`config.mk`:
```
export PLATFORM = sky130hd
export DESIGN_NAME = debounced_gpio_channel_controller_core_flat
export DESIGN_NICKNAME = d
export VERILOG_FILES = /design/src/sv/dgc_pkg.sv /design/src/sv/dgc_stream_if.sv /design/src/sv/debounced_gpio_channel_controller_core.sv /design/src/sv/dgc_datapath.sv /design/src/sv/dgc_ctrl.sv /design/src/flat_wrapper.sv
export SDC_FILE = /design/constraint.sdc
export NUM_CORES = 1
export LEC_CHECK = 0
export BUFFER_PORTS_ARGS = -buffer_cell sky130_fd_sc_hd__buf_2
export CAP_MARGIN = 5
export CORE_ASPECT_RATIO = 0.5
export CORE_MARGIN = 2
export CORE_UTILIZATION = 47
export DETAILED_ROUTE_END_ITERATION = 16
export PLACE_DENSITY = 0.63
export RECOVER_POWER = 50
export SYNTH_ARGS = -nofsm -noshare
export SYNTH_HDL_FRONTEND = slang
export SYNTH_SLANG_ARGS = --single-unit
```
`constraint.sdc`:
```
create_clock -name clk -period 10.7 [get_ports clk]
set_input_delay 0 -clock clk [delete_from_list [all_inputs] [get_ports clk]]
set_output_delay 0 -clock clk [all_outputs]
set_load 0.005 [all_outputs]
```
`src/sv/dgc_pkg.sv`:
```
`default_nettype none
package dgc_pkg;
  localparam int CHANNELS = 4;
  localparam int CH_W = 2;

  typedef enum logic [2:0] {
    CMD_TICK = 3'd0, CMD_INIT = 3'd1, CMD_SET = 3'd2, CMD_TOGGLE = 3'd3,
    CMD_PULSE = 3'd4, CMD_GET = 3'd5, CMD_SAFE = 3'd6, CMD_BAD = 3'd7
  } cmd_t;

  localparam logic [1:0] ST_OK    = 2'd0;
  localparam logic [1:0] ST_ARG   = 2'd1;
  localparam logic [1:0] ST_STATE = 2'd2;

  localparam logic [1:0] KIND_REPLY  = 2'd0;
  localparam logic [1:0] KIND_CHANGE = 2'd1;
  localparam logic [1:0] KIND_PULSE  = 2'd2;

  localparam logic [1:0] MODE_OFF = 2'd0;
  localparam logic [1:0] MODE_IN  = 2'd1;
  localparam logic [1:0] MODE_OUT = 2'd2;
  localparam logic [1:0] MODE_BAD = 2'd3;

  localparam logic [1:0] REG_MODES = 2'd0;
  localparam logic [1:0] REG_ALOW  = 2'd1;
  localparam logic [1:0] REG_DEB   = 2'd2;
  localparam logic [1:0] REG_POLL  = 2'd3;

  typedef struct packed {
    logic [2:0]  command;
    logic [2:0]  channel;
    logic        value;
    logic [23:0] pulse_len;
    logic [3:0]  pin_levels;
  } in_item_t;

  typedef struct packed {
    logic [1:0]  kind;
    logic [1:0]  status;
    logic [2:0]  chan_id;
    logic        is_active;
    logic        pin_high;
    logic        was_active;
    logic        pulse_running;
    logic [31:0] change_stamp;
    logic [3:0]  pin_drive;
    logic        last;
  } out_item_t;

  // controller -> datapath
  typedef struct packed {
    logic          load;     // capture input beat, advance time on tick
    logic          pulse_ch; // pulse countdown step for chan idx
    logic          poll_ch;  // poll step for chan idx
    logic          init_ch;  // init step for chan idx
    logic          exec;     // single-step command
    logic [CH_W-1:0] idx;
  } dp_cmd_t;

  // datapath -> controller
  typedef struct packed {
    logic       hit;       // current channel step emits a result
    logic       init_stop; // mode 3 found during init
    logic       poll_now;  // this tick polls
    logic       sel_en;    // addressed channel is valid and enabled
    logic       sel_out;   // addressed channel is an enabled output
    in_item_t   item;
  } dp_stat_t;
endpackage
`default_nettype wire

```
`src/sv/dgc_stream_if.sv`:
```
`default_nettype none
interface dgc_in_if;
  logic              valid;
  logic              ready;
  dgc_pkg::in_item_t data;
  modport source (output valid, output data, input ready);
  modport sink   (input valid, input data, output ready);
endinterface

interface dgc_out_if;
  logic               valid;
  logic               ready;
  dgc_pkg::out_item_t data;
  modport source (output valid, output data, input ready);
  modport sink   (input valid, input data, output ready);
endinterface
`default_nettype wire

```
`src/sv/debounced_gpio_channel_controller_core.sv`:
```
`default_nettype none
// Debounced four-channel GPIO controller core.
// Input beats (in_ channel, valid/ready) carry one command: tick, init, set,
// toggle, pulse, get or safe-off. Each beat yields zero to four result beats
// on the out_ channel (valid/ready); the final one has last set. A tick gives
// pulse-ended results first, then input change events, and none if nothing
// happened. Every other command gives exactly one reply.
// Sequence: the beat is taken in S_IDLE and decoded in S_LOAD; then a tick
// walks the four channels once for pulse countdown and, on poll ticks, once
// more for debounce; init walks the channels until done or a bad mode; other
// commands execute in S_EXEC; S_FLUSH sends the last beat. Only one command
// is in flight. When the receiver stalls, the walk waits with one result held
// and one in the output register; the input side is not ready until the item
// is done. Reset (rst_n, synchronous) clears all channel state, time and
// pending results, and loads the register defaults (debounce 30 ms, poll 5
// ticks). Configuration is written over the APB-style cfg_ port; the user
// must write it only while idle, as the block itself does not enforce this.
module debounced_gpio_channel_controller_core (
  input  wire logic        clk,
  input  wire logic        rst_n,
  dgc_in_if.sink           in_ch,
  dgc_out_if.source        out_ch,
  input  wire logic        cfg_psel,
  input  wire logic        cfg_penable,
  input  wire logic        cfg_pwrite,
  input  wire logic [3:0]  cfg_paddr,
  input  wire logic [31:0] cfg_pwdata,
  output logic [31:0]      cfg_prdata,
  output logic             cfg_pready
);
  logic [7:0]  modes_r;
  logic        alow_r;
  logic [15:0] deb_r;
  logic [7:0]  poll_r;
  logic        wr;
  logic [1:0]  ridx;

  dgc_pkg::dp_cmd_t   cmd;
  dgc_pkg::dp_stat_t  stat;
  dgc_pkg::out_item_t view;

  assign cfg_pready = 1'b1;
  assign ridx = cfg_paddr[3:2];
  assign wr = cfg_psel && cfg_penable && cfg_pwrite;

  // configuration registers
  always_ff @(posedge clk) begin
    if (!rst_n) begin
      modes_r <= '0; alow_r <= 1'b0; deb_r <= 16'd30; poll_r <= 8'd5;
    end else if (wr) begin
      case (ridx)
        dgc_pkg::REG_MODES: modes_r <= cfg_pwdata[7:0];
        dgc_pkg::REG_ALOW:  alow_r  <= cfg_pwdata[0];
        dgc_pkg::REG_DEB:   deb_r   <= cfg_pwdata[15:0];
        dgc_pkg::REG_POLL:  poll_r  <= cfg_pwdata[7:0];
        default: ;
      endcase
    end
  end

  always_comb begin
    case (ridx)
      dgc_pkg::REG_MODES: cfg_prdata = {24'd0, modes_r};
      dgc_pkg::REG_ALOW:  cfg_prdata = {31'd0, alow_r};
      dgc_pkg::REG_DEB:   cfg_prdata = {16'd0, deb_r};
      dgc_pkg::REG_POLL:  cfg_prdata = {24'd0, poll_r};
      default:            cfg_prdata = '0;
    endcase
  end

  dgc_datapath u_dp (
    .clk, .rst_n, .in_item(in_ch.data), .cmd, .modes(modes_r), .alow(alow_r),
    .deb_ms(deb_r), .poll_ms(poll_r), .stat, .res(view)
  );

  dgc_ctrl u_ctrl (
    .clk, .rst_n, .in_ch, .out_ch, .stat, .view, .cmd
  );

  // one datapath step at a time; input taken only when idle; stall holds result
  a_one_step: assert property (@(posedge clk) disable iff (!rst_n)
    $onehot0({cmd.load, cmd.pulse_ch, cmd.poll_ch, cmd.init_ch, cmd.exec}))
    else $error("datapath got more than one step");
  a_load_ready: assert property (@(posedge clk) disable iff (!rst_n)
    cmd.load |-> in_ch.ready) else $error("load without ready");
  a_out_hold: assert property (@(posedge clk) disable iff (!rst_n)
    (out_ch.valid && !out_ch.ready) |=> out_ch.valid)
    else $error("result dropped under stall");
endmodule
`default_nettype wire

```
`src/sv/dgc_datapath.sv`:
```
`default_nettype none
module dgc_datapath (
  input  wire logic               clk,
  input  wire logic               rst_n,
  input  wire dgc_pkg::in_item_t  in_item,
  input  wire dgc_pkg::dp_cmd_t   cmd,
  input  wire logic [7:0]         modes,
  input  wire logic               alow,
  input  wire logic [15:0]        deb_ms,
  input  wire logic [7:0]         poll_ms,
  output dgc_pkg::dp_stat_t       stat,
  output dgc_pkg::out_item_t      res
);
  localparam int N = dgc_pkg::CHANNELS;
  localparam int CH_W_L = dgc_pkg::CH_W;

  logic [N-1:0]  en_r, act_r, hi_r, cand_r, pon_r, prest_r;
  logic [31:0]   csince_r [N];
  logic [23:0]   pleft_r [N];
  logic [31:0]   chg_r [N];
  logic [31:0]   now_r;
  logic [7:0]    phase_r;
  logic          poll_r;
  dgc_pkg::in_item_t item_r;

  logic [1:0]  mode;
  logic        is_out;
  logic [N-1:0] drive;
  logic [CH_W_L-1:0] ci;
  logic        cvalid;
  logic [23:0] pdec;
  logic        pin;
  logic [7:0]  iv, ph_inc;
  logic        deb_ok;

  // channel addressed by a command
  assign cvalid = (item_r.channel >= 3'd1) && (item_r.channel <= 3'(N));
  assign ci = cvalid ? CH_W_L'(item_r.channel - 3'd1) : '0;

  assign mode   = modes[2*cmd.idx +: 2];
  assign is_out = en_r[cmd.idx] && (mode == dgc_pkg::MODE_OUT);
  assign pdec   = pleft_r[cmd.idx] - 24'd1;
  assign pin    = item_r.pin_levels[cmd.idx];
  assign deb_ok = (now_r - csince_r[cmd.idx]) >= {16'd0, deb_ms};
  assign iv     = (poll_ms == 8'd0) ? 8'd1 : poll_ms;
  assign ph_inc = phase_r + 8'd1;

  always_comb begin
    for (int k = 0; k < N; k++)
      drive[k] = en_r[k] && (modes[2*k +: 2] == dgc_pkg::MODE_OUT) && hi_r[k];
  end

  // per-step status for the controller
  always_comb begin
    stat.item = item_r;
    stat.poll_now = poll_r;
    stat.init_stop = (mode == dgc_pkg::MODE_BAD);
    stat.sel_en = cvalid && en_r[ci];
    stat.sel_out = cvalid && en_r[ci] && (modes[2*ci +: 2] == dgc_pkg::MODE_OUT);
    stat.hit = 1'b0;
    if (cmd.pulse_ch)
      stat.hit = pon_r[cmd.idx] && (pdec == 24'd0) && is_out;
    else if (cmd.poll_ch)
      stat.hit = en_r[cmd.idx] && (mode == dgc_pkg::MODE_IN) &&
                 (pin == cand_r[cmd.idx]) && (pin != hi_r[cmd.idx]) && deb_ok;
  end

  // state updates
  always_ff @(posedge clk) begin
    if (!rst_n) begin
      en_r <= '0; act_r <= '0; hi_r <= '0; cand_r <= '0;
      pon_r <= '0; prest_r <= '0;
      for (int k = 0; k < N; k++) begin
        csince_r[k] <= '0; pleft_r[k] <= '0; chg_r[k] <= '0;
      end
      now_r <= '0; phase_r <= '0; poll_r <= 1'b0;
    end else begin
      if (cmd.load) begin
        item_r <= in_item;
        if (in_item.command == dgc_pkg::CMD_TICK) begin
          now_r <= now_r + 32'd1;
          if (ph_inc >= iv) begin
            phase_r <= '0;
            poll_r <= 1'b1;
          end else begin
            phase_r <= ph_inc;
            poll_r <= 1'b0;
          end
        end
      end
      if (cmd.pulse_ch && pon_r[cmd.idx]) begin
        pleft_r[cmd.idx] <= pdec;
        if (pdec == 24'd0) begin
          pon_r[cmd.idx] <= 1'b0;
          if (is_out) begin
            act_r[cmd.idx] <= prest_r[cmd.idx];
            hi_r[cmd.idx]  <= prest_r[cmd.idx] ^ alow;
            chg_r[cmd.idx] <= now_r;
          end
        end
      end
      if (cmd.poll_ch && en_r[cmd.idx] && mode == dgc_pkg::MODE_IN) begin
        if (pin != cand_r[cmd.idx]) begin
          cand_r[cmd.idx]   <= pin;
          csince_r[cmd.idx] <= now_r;
        end else if (stat.hit) begin
          hi_r[cmd.idx]  <= pin;
          act_r[cmd.idx] <= pin ^ alow;
          chg_r[cmd.idx] <= now_r;
        end
      end
      if (cmd.init_ch) begin
        case (mode)
          dgc_pkg::MODE_OFF: begin
            en_r[cmd.idx] <= 1'b0; act_r[cmd.idx] <= 1'b0; hi_r[cmd.idx] <= 1'b0;
          end
          dgc_pkg::MODE_OUT: begin
            en_r[cmd.idx] <= 1'b1; act_r[cmd.idx] <= 1'b0; hi_r[cmd.idx] <= alow;
            chg_r[cmd.idx] <= now_r;
          end
          dgc_pkg::MODE_IN: begin
            en_r[cmd.idx] <= 1'b1; hi_r[cmd.idx] <= pin; act_r[cmd.idx] <= pin ^ alow;
            cand_r[cmd.idx] <= pin; csince_r[cmd.idx] <= now_r;
            chg_r[cmd.idx] <= now_r;
          end
          default: ;
        endcase
      end
      if (cmd.exec) begin
        case (dgc_pkg::cmd_t'(item_r.command))
          dgc_pkg::CMD_SAFE: begin
            for (int k = 0; k < N; k++)
              if (en_r[k] && modes[2*k +: 2] == dgc_pkg::MODE_OUT) begin
                pon_r[k] <= 1'b0; act_r[k] <= 1'b0; hi_r[k] <= alow;
                chg_r[k] <= now_r;
              end
          end
          dgc_pkg::CMD_SET, dgc_pkg::CMD_TOGGLE: begin
            if (cvalid) begin
              pon_r[ci] <= 1'b0;
              if (en_r[ci] && modes[2*ci +: 2] == dgc_pkg::MODE_OUT) begin
                act_r[ci] <= (item_r.command == dgc_pkg::CMD_SET) ?
                             item_r.value : !act_r[ci];
                hi_r[ci]  <= ((item_r.command == dgc_pkg::CMD_SET) ?
                             item_r.value : !act_r[ci]) ^ alow;
                chg_r[ci] <= now_r;
              end
            end
          end
          dgc_pkg::CMD_PULSE: begin
            if (cvalid && item_r.pulse_len != 24'd0 && en_r[ci] &&
                modes[2*ci +: 2] == dgc_pkg::MODE_OUT) begin
              prest_r[ci] <= act_r[ci];
              act_r[ci] <= item_r.value;
              hi_r[ci]  <= item_r.value ^ alow;
              chg_r[ci] <= now_r;
              pon_r[ci] <= 1'b1;
              pleft_r[ci] <= item_r.pulse_len;
            end
          end
          default: ;
        endcase
      end
    end
  end

  // result view of a channel, taken from the current state
  logic [CH_W_L-1:0] vi;
  always_comb begin
    vi = (cmd.pulse_ch || cmd.poll_ch) ? cmd.idx : ci;
    res = '0;
    res.pin_drive = drive;
    res.chan_id = {1'b0, vi} + 3'd1;
    res.is_active = act_r[vi];
    res.pin_high = hi_r[vi];
    res.pulse_running = pon_r[vi];
    res.change_stamp = chg_r[vi];
    res.was_active = act_r[vi];
    // a hitting walk step reports the channel as it stands after this edge
    if (cmd.pulse_ch) begin
      res.is_active = prest_r[vi];
      res.pin_high = prest_r[vi] ^ alow;
      res.pulse_running = 1'b0;
      res.change_stamp = now_r;
      res.pin_drive[vi] = prest_r[vi] ^ alow;
    end else if (cmd.poll_ch) begin
      res.is_active = pin ^ alow;
      res.pin_high = pin;
      res.change_stamp = now_r;
    end
  end
endmodule
`default_nettype wire

```
`src/sv/dgc_ctrl.sv`:
```
`default_nettype none
module dgc_ctrl (
  input  wire logic               clk,
  input  wire logic               rst_n,
  dgc_in_if.sink                  in_ch,
  dgc_out_if.source               out_ch,
  input  wire dgc_pkg::dp_stat_t  stat,
  input  wire dgc_pkg::out_item_t view,
  output dgc_pkg::dp_cmd_t        cmd
);
  localparam int W = dgc_pkg::CH_W;
  localparam int N = dgc_pkg::CHANNELS;

  typedef enum logic [6:0] {
    S_IDLE  = 7'b0000001, S_LOAD  = 7'b0000010, S_PULSE = 7'b0000100,
    S_POLL  = 7'b0001000, S_INIT  = 7'b0010000, S_EXEC  = 7'b0100000,
    S_FLUSH = 7'b1000000
  } state_t;

  state_t state_r, state_nxt;
  logic [W-1:0] idx_r, idx_nxt;
  logic [1:0]   status_r, status_nxt;
  // one result in hand waiting to learn whether more follow
  logic         hold_r, hold_nxt;
  dgc_pkg::out_item_t held_r, held_nxt;
  logic         ov_r, ov_nxt;
  dgc_pkg::out_item_t od_r, od_nxt;
  logic         cvalid;
  logic [2:0]   cmdc;
  dgc_pkg::out_item_t reply;
  logic         last_idx;

  assign in_ch.ready = (state_r == S_IDLE);
  assign out_ch.valid = ov_r;
  assign out_ch.data = od_r;
  assign last_idx = (idx_r == W'(N - 1));
  assign cmdc = stat.item.command;
  assign cvalid = (stat.item.channel >= 3'd1) && (stat.item.channel <= 3'(N));

  // command reply built from channel view after execution
  always_comb begin
    reply = view;
    reply.kind = dgc_pkg::KIND_REPLY;
    reply.status = status_r;
    reply.was_active = 1'b0;
    reply.chan_id = stat.item.channel;
    reply.last = 1'b1;
    if (cmdc == dgc_pkg::CMD_INIT || cmdc == dgc_pkg::CMD_SAFE ||
        cmdc == dgc_pkg::CMD_BAD) begin
      reply.chan_id = 3'd0;
    end
    if (!cvalid || cmdc == dgc_pkg::CMD_INIT || cmdc == dgc_pkg::CMD_SAFE ||
        cmdc == dgc_pkg::CMD_BAD) begin
      reply.is_active = 1'b0; reply.pin_high = 1'b0;
      reply.pulse_running = 1'b0; reply.change_stamp = '0;
    end
  end

  always_comb begin
    cmd = '0;
    cmd.idx = idx_r;
    state_nxt = state_r;
    idx_nxt = idx_r;
    status_nxt = status_r;
    hold_nxt = hold_r;
    held_nxt = held_r;
    ov_nxt = ov_r;
    od_nxt = od_r;
    if (ov_r && out_ch.ready) ov_nxt = 1'b0;
    case (state_r)
      S_IDLE: begin
        if (in_ch.valid) begin
          cmd.load = 1'b1;
          idx_nxt = '0;
          status_nxt = dgc_pkg::ST_OK;
          state_nxt = S_LOAD;
        end
      end
      S_LOAD: begin
        case (dgc_pkg::cmd_t'(cmdc))
          dgc_pkg::CMD_TICK: state_nxt = S_PULSE;
          dgc_pkg::CMD_INIT: state_nxt = S_INIT;
          default: begin
            state_nxt = S_EXEC;
            case (dgc_pkg::cmd_t'(cmdc))
              dgc_pkg::CMD_SAFE: status_nxt = dgc_pkg::ST_OK;
              dgc_pkg::CMD_BAD: status_nxt = dgc_pkg::ST_ARG;
              dgc_pkg::CMD_GET:
                status_nxt = !cvalid ? dgc_pkg::ST_ARG :
                             (stat.sel_en ? dgc_pkg::ST_OK : dgc_pkg::ST_STATE);
              default: begin
                if (!cvalid || (cmdc == dgc_pkg::CMD_PULSE &&
                                stat.item.pulse_len == 24'd0))
                  status_nxt = dgc_pkg::ST_ARG;
                else if (!stat.sel_out)
                  status_nxt = dgc_pkg::ST_STATE;
              end
            endcase
          end
        endcase
      end
      S_PULSE, S_POLL: begin
        if (!hold_r || !ov_nxt) begin
          if (state_r == S_PULSE) cmd.pulse_ch = 1'b1;
          else cmd.poll_ch = 1'b1;
          if (stat.hit) begin
            if (hold_r) begin
              ov_nxt = 1'b1; od_nxt = held_r;
            end
            hold_nxt = 1'b1;
            held_nxt = view;
            held_nxt.kind = (state_r == S_PULSE) ? dgc_pkg::KIND_PULSE :
                            dgc_pkg::KIND_CHANGE;
            held_nxt.status = dgc_pkg::ST_OK;
            held_nxt.last = 1'b0;
            if (state_r == S_PULSE) held_nxt.was_active = 1'b0;
          end
          idx_nxt = idx_r + W'(1);
          if (last_idx) begin
            idx_nxt = '0;
            if (state_r == S_PULSE && stat.poll_now) state_nxt = S_POLL;
            else state_nxt = S_FLUSH;
          end
        end
      end
      S_INIT: begin
        cmd.init_ch = !stat.init_stop;
        idx_nxt = idx_r + W'(1);
        if (stat.init_stop) begin
          status_nxt = dgc_pkg::ST_ARG;
          state_nxt = S_EXEC;
        end else if (last_idx) state_nxt = S_EXEC;
      end
      S_EXEC: begin
        if (!ov_nxt) begin
          cmd.exec = (cmdc != dgc_pkg::CMD_INIT) && (cmdc != dgc_pkg::CMD_GET);
          state_nxt = S_FLUSH;
          hold_nxt = 1'b1;
          held_nxt = reply;
        end
      end
      S_FLUSH: begin
        if (!ov_nxt) begin
          if (hold_r) begin
            // reply must see post-exec state
            if (cmdc != dgc_pkg::CMD_TICK) od_nxt = reply;
            else begin od_nxt = held_r; od_nxt.last = 1'b1; end
            ov_nxt = 1'b1;
          end
          hold_nxt = 1'b0;
          state_nxt = S_IDLE;
        end
      end
      default: state_nxt = S_IDLE;
    endcase
  end

  always_ff @(posedge clk) begin
    if (!rst_n) begin
      state_r <= S_IDLE; idx_r <= '0; status_r <= dgc_pkg::ST_OK;
      hold_r <= 1'b0; ov_r <= 1'b0;
    end else begin
      state_r <= state_nxt; idx_r <= idx_nxt; status_r <= status_nxt;
      hold_r <= hold_nxt; ov_r <= ov_nxt;
    end
    held_r <= held_nxt;
    od_r <= od_nxt;
  end
endmodule
`default_nettype wire
```
`src/flat_wrapper.sv`:
```
// flat-port wrapper written by rule: the top's interface ports become plain ports
module debounced_gpio_channel_controller_core_flat 
  (clk, rst_n, cfg_psel, cfg_penable, cfg_pwrite, cfg_paddr, cfg_pwdata, cfg_prdata, cfg_pready, in_ch_valid, in_ch_data, in_ch_ready, out_ch_valid, out_ch_data, out_ch_ready);
  dgc_in_if in_ch_i ();
  dgc_out_if out_ch_i ();
  input  wire logic clk;
  input  wire logic rst_n;
  input  wire logic cfg_psel;
  input  wire logic cfg_penable;
  input  wire logic cfg_pwrite;
  input  wire logic [3:0] cfg_paddr;
  input  wire logic [31:0] cfg_pwdata;
  output logic [31:0] cfg_prdata;
  output logic cfg_pready;
  input wire logic [$bits(in_ch_i.valid)-1:0] in_ch_valid;
  input wire logic [$bits(in_ch_i.data)-1:0] in_ch_data;
  output wire logic [$bits(in_ch_i.ready)-1:0] in_ch_ready;
  output wire logic [$bits(out_ch_i.valid)-1:0] out_ch_valid;
  output wire logic [$bits(out_ch_i.data)-1:0] out_ch_data;
  input wire logic [$bits(out_ch_i.ready)-1:0] out_ch_ready;
  assign in_ch_i.valid = in_ch_valid;
  assign in_ch_i.data = in_ch_data;
  assign in_ch_ready = in_ch_i.ready;
  assign out_ch_valid = out_ch_i.valid;
  assign out_ch_data = out_ch_i.data;
  assign out_ch_i.ready = out_ch_ready;
  debounced_gpio_channel_controller_core u_core (.clk(clk), .rst_n(rst_n), .in_ch(in_ch_i), .out_ch(out_ch_i), .cfg_psel(cfg_psel), .cfg_penable(cfg_penable), .cfg_pwrite(cfg_pwrite), .cfg_paddr(cfg_paddr), .cfg_pwdata(cfg_pwdata), .cfg_prdata(cfg_prdata), .cfg_pready(cfg_pready));
endmodule
```
==> impl_metrics.json <==
{
  "status": "finished, violations left",
  "violated_checks": "capacitance limit, slew limit",
  "synth_cell_type_count": 86,
  "final_layout_size_suffix_gt1_share_pct": 10.2,
  "max_clock_freq_mhz": 117,
  "antenna-diode-count": 0,
  "flow.area_growth_from_synthesis_pct": 13.0,
  "die-area_um2": 67900,
  "cts_htree_levels": 2,
  "worstHoldPathType": "input pin to flop",
  "die_width_um": 366,
  "netlist_area_um2": 30900,
  "detail_route.vias_per_cell": 5.82,
  "grt_pass1_vias": 22300,
  "numClockSinks": 596,
  "io_pins": 161,
  "ys_seq_area_share_pct": 54.3,
  "fin_crit_ns": 8.54,
  "met2WireLength_um": 39100,
  "postSynthRegisterBits": 596,
  "final.fill_count": 5652,
  "static-leakage-power_nw": 12.5,
  "irDropWorstVdd_mv": 0.129,
  "track_usage_pct": 24.5,
  "drv_slew": 497,
  "hold_slack_ns": 0.0516,
  "stdcell_area_um2": 34900,
  "wl_met3_um": 5100,
  "timing_hold_violations_final": 0,
  "first_pass_grt_wire_length_um": 130000,
  "post_synth_inst_count": 2881,
  "cts_tree": "done",
  "ctsLongestPathBuffers": 3,
  "worst_pin_slew_ns": 3.41,
  "core_area_um2": 65000,
  "cts.repair.resized": 0,
  "firstDrtPassIters": 5,
  "worstPathMaxFanout": 70,
  "synth-main-ff-cell": "sky130_fd_sc_hd__edfxtp_1",
  "maxCapViolations": 13,
  "synth-edff-count": 483,
  "fin_skew_ns": 0.0379,
  "worst_setup_hold_path_clk_slew_ns": 0.07,
  "avgRoutedWirePerCell_um": 21.1,
  "period_share_pct": 79.8,
  "gpl.final_weighted_congestion": 0.947,
  "ys_async_sr_fraction_pct": 0,
  "worstPathArrival_ns": 8.85,
  "routed-via-count": 23000,
  "worst_r2r_path_depth": 11,
  "max_slew_margin_pct": -127,
  "ctsRootBufferMaster": "sky130_fd_sc_hd__clkbuf_16",
  "fin_setup_tns_ns": 0,
  "endpoint_kind": "flop",
  "io_buffers": 125,
  "power.density_nw_per_um2": 142,
  "floorplan.rows": 66,
  "category_of_the_most_critical_setup_path": "flop to flop",
  "number_of_antenna_violations_at_the_first_check_in_global_routing": 0,
  "cts_buffers": 55,
  "placed_cells_incl_taps": 3761,
  "dp.final_hpwl_um": 53400,
  "holdPathStages": 2,
  "final-setup-viol-count": 0,
  "drt-initial-drc-count": 2138,
  "detail-route-antenna-nets": 0,
  "clock_latency_of_the_later_clocked_register_in_the_worst_skew_pair_ns": 0.66,
  "m1WireLength_um": 37100,
  "num-nets-final": 3169,
  "floorplan.initialDensity_pct": 47.5,
  "top_layer": "met4",
  "die-height_um": 185,
  "grt-ovfl-total": 0,
  "required_ns": 11.01,
  "final_cells": 3945,
  "drc_errors_left": 0,
  "yosys_warnings": 0,
  "dpl_cell_area_um2": 32400,
  "worst_setup_path_start_kind": "flop",
  "grt_max_degree": 71,
  "wirelength_um": 83400,
  "rsz0062_at_grt": "false",
  "totalPowerFinal_w": 0.00495,
  "syn_avg_cell_area_um2": 10.7
}
==> worst paths after layout <==
check        slack (ns)                startpoint                    endpoint
max                2.16  u_core.u_ctrl.state_r[4]  u_core.u_dp.csince_r[0][3]
min                0.05            in_ch_data[24]        u_core.u_dp.stat[24]
max reg2reg        2.16  u_core.u_ctrl.state_r[4]  u_core.u_dp.csince_r[0][3]
min reg2reg        0.46     u_core.u_dp.cand_r[1]       u_core.u_dp.cand_r[1]
==> metal layers <==
| metal | up-vias | track usage [%] |
|---|---|---|
| li1 | 10700 | - |
| met2 | 781 | 40.3 |
| met4 | 0 | 7.59 |
| met5 | - | 0 |
| met1 | 11300 | 33.8 |
| met3 | 147 | 3.66 |
==> sequential cells by signal, indices dropped and copies added (netlist names), 8 cells and up, named ones only <==
| signal | cells |
|---|---|
| u_core.deb_r | 16 |
| u_core.modes_r | 8 |
| u_core.poll_r | 8 |
| u_core.u_ctrl.held_r | 48 |
| u_core.u_ctrl.out_ch.data | 48 |
| u_core.u_dp.chg_r | 128 |
| u_core.u_dp.csince_r | 128 |
| u_core.u_dp.now_r | 32 |
| u_core.u_dp.phase_r | 8 |
| u_core.u_dp.pleft_r | 96 |
| u_core.u_dp.stat | 35 |
==> cell families after synthesis <==
family                   Yosys count  synth area share [%]
AND/OR/NAND/NOR                 1174                  18.9
multiplexers                     111                  6.31
buffers and inverters            314                  4.20
other                              2                0.0243
adder cells (fa/ha/maj)           76                  3.11
XOR/XNOR                          77                  2.18
flip-flops                       596                  54.3
AO/OA/AOI/OAI                    531                  10.9
==> per-stage QoR <==
step	setup WS [ns]	util (%)
CTS	3.35	53.9
detailed placement	3.41	49.8
global route	1.53	53.7
floorplan	2.59	-
finish	2.16	53.7
global placement	3.45	49.8
==> synth_stat cells, types with 25 or more instances <==
| master | n | area share, % |
|---|---|---|
| sky130_fd_sc_hd__and2_1 | 106 | 2.1 |
| sky130_fd_sc_hd__a22oi_1 | 27 | 0.66 |
| sky130_fd_sc_hd__dfxtp_1 | 113 | 7.3 |
| sky130_fd_sc_hd__inv_1 | 106 | 1.3 |
| sky130_fd_sc_hd__nand3_1 | 39 | 0.63 |
| sky130_fd_sc_hd__a21oi_1 | 160 | 2.6 |
| sky130_fd_sc_hd__xnor2_1 | 38 | 1.1 |
| sky130_fd_sc_hd__nor2b_1 | 92 | 1.9 |
| sky130_fd_sc_hd__mux2i_1 | 37 | 1.2 |
| sky130_fd_sc_hd__edfxtp_1 | 483 | 47 |
| sky130_fd_sc_hd__nor3_1 | 41 | 0.66 |
| sky130_fd_sc_hd__a311oi_1 | 38 | 1.1 |
| sky130_fd_sc_hd__ha_1 | 75 | 3.0 |
| sky130_fd_sc_hd__and3_1 | 100 | 2.0 |
| sky130_fd_sc_hd__nor4_1 | 38 | 0.77 |
| sky130_fd_sc_hd__xor2_1 | 39 | 1.1 |
| sky130_fd_sc_hd__o21ai_0 | 137 | 2.2 |
| sky130_fd_sc_hd__mux4_2 | 66 | 4.8 |
| sky130_fd_sc_hd__nor2_1 | 273 | 3.3 |
| sky130_fd_sc_hd__nand2_1 | 344 | 4.2 |
| sky130_fd_sc_hd__clkbuf_1 | 157 | 1.9 |
| sky130_fd_sc_hd__nand4_1 | 25 | 0.51 |
==> critical path, cell delays in order (launching register included) <==
cell and delay (ns):
sky130_fd_sc_hd__dfxtp_1 0.38, sky130_fd_sc_hd__or4_1 0.59, sky130_fd_sc_hd__a211o_1 0.43, sky130_fd_sc_hd__a21oi_4 0.16
sky130_fd_sc_hd__clkbuf_1 2.39, sky130_fd_sc_hd__nand4_1 0.50, sky130_fd_sc_hd__o21ai_0 0.43, sky130_fd_sc_hd__nand2_1 0.54
sky130_fd_sc_hd__nor3_1 0.36, sky130_fd_sc_hd__clkbuf_1 1.18, sky130_fd_sc_hd__nand2b_1 0.72, sky130_fd_sc_hd__buf_4 0.48
==> final cells by class <==
cell class	count	area (µm²)	area share, %
Clock inverter	34	393	1.13
Timing Repair Buffer	261	1720	4.94
Sequential cell	596	16800	48.1
Inverter	115	433	1.24
Multi-Input combinational cell	1986	13000	37.2
Clock buffer	69	1470	4.21
Tap cell	884	1110	3.17
==> what timing repair did <==
action | CTS | global route
hold buffers | 81 | 0
endpoints found under the hold margin | 87 | 0
setup buffers | 0 | 0
==> report_power, final <==
part | switching, W | leakage [nW] | internal (W)
sequential | 0.0000230 | 5.69 | 0.00256
clock | 0.000911 | 0.908 | 0.00115
combinational | 0.000201 | 5.88 | 0.000108
==> placed cells by master (no fill, tap or decap), types with 36 or more instances in the layout <==
cell type,n
sky130_fd_sc_hd__clkbuf_16,55
sky130_fd_sc_hd__mux2i_1,37
sky130_fd_sc_hd__o21ai_0,136
sky130_fd_sc_hd__nand2_1,344
sky130_fd_sc_hd__xnor2_1,38
sky130_fd_sc_hd__buf_4,41
sky130_fd_sc_hd__xor2_1,39
sky130_fd_sc_hd__nor2b_1,91
sky130_fd_sc_hd__nor4_1,38
sky130_fd_sc_hd__buf_2,63
sky130_fd_sc_hd__ha_1,75
sky130_fd_sc_hd__clkbuf_1,81
sky130_fd_sc_hd__and2_1,70
sky130_fd_sc_hd__a21oi_1,155
sky130_fd_sc_hd__and2_0,36
sky130_fd_sc_hd__and3_1,100
sky130_fd_sc_hd__nor2_1,272
sky130_fd_sc_hd__a311oi_1,38
sky130_fd_sc_hd__inv_1,107
sky130_fd_sc_hd__mux4_2,66
sky130_fd_sc_hd__nand3_1,39
sky130_fd_sc_hd__dfxtp_1,110
sky130_fd_sc_hd__nor3_1,40
sky130_fd_sc_hd__edfxtp_1,483
sky130_fd_sc_hd__dlygate4sd3_1,81
(Power assumes the default switching activity.)
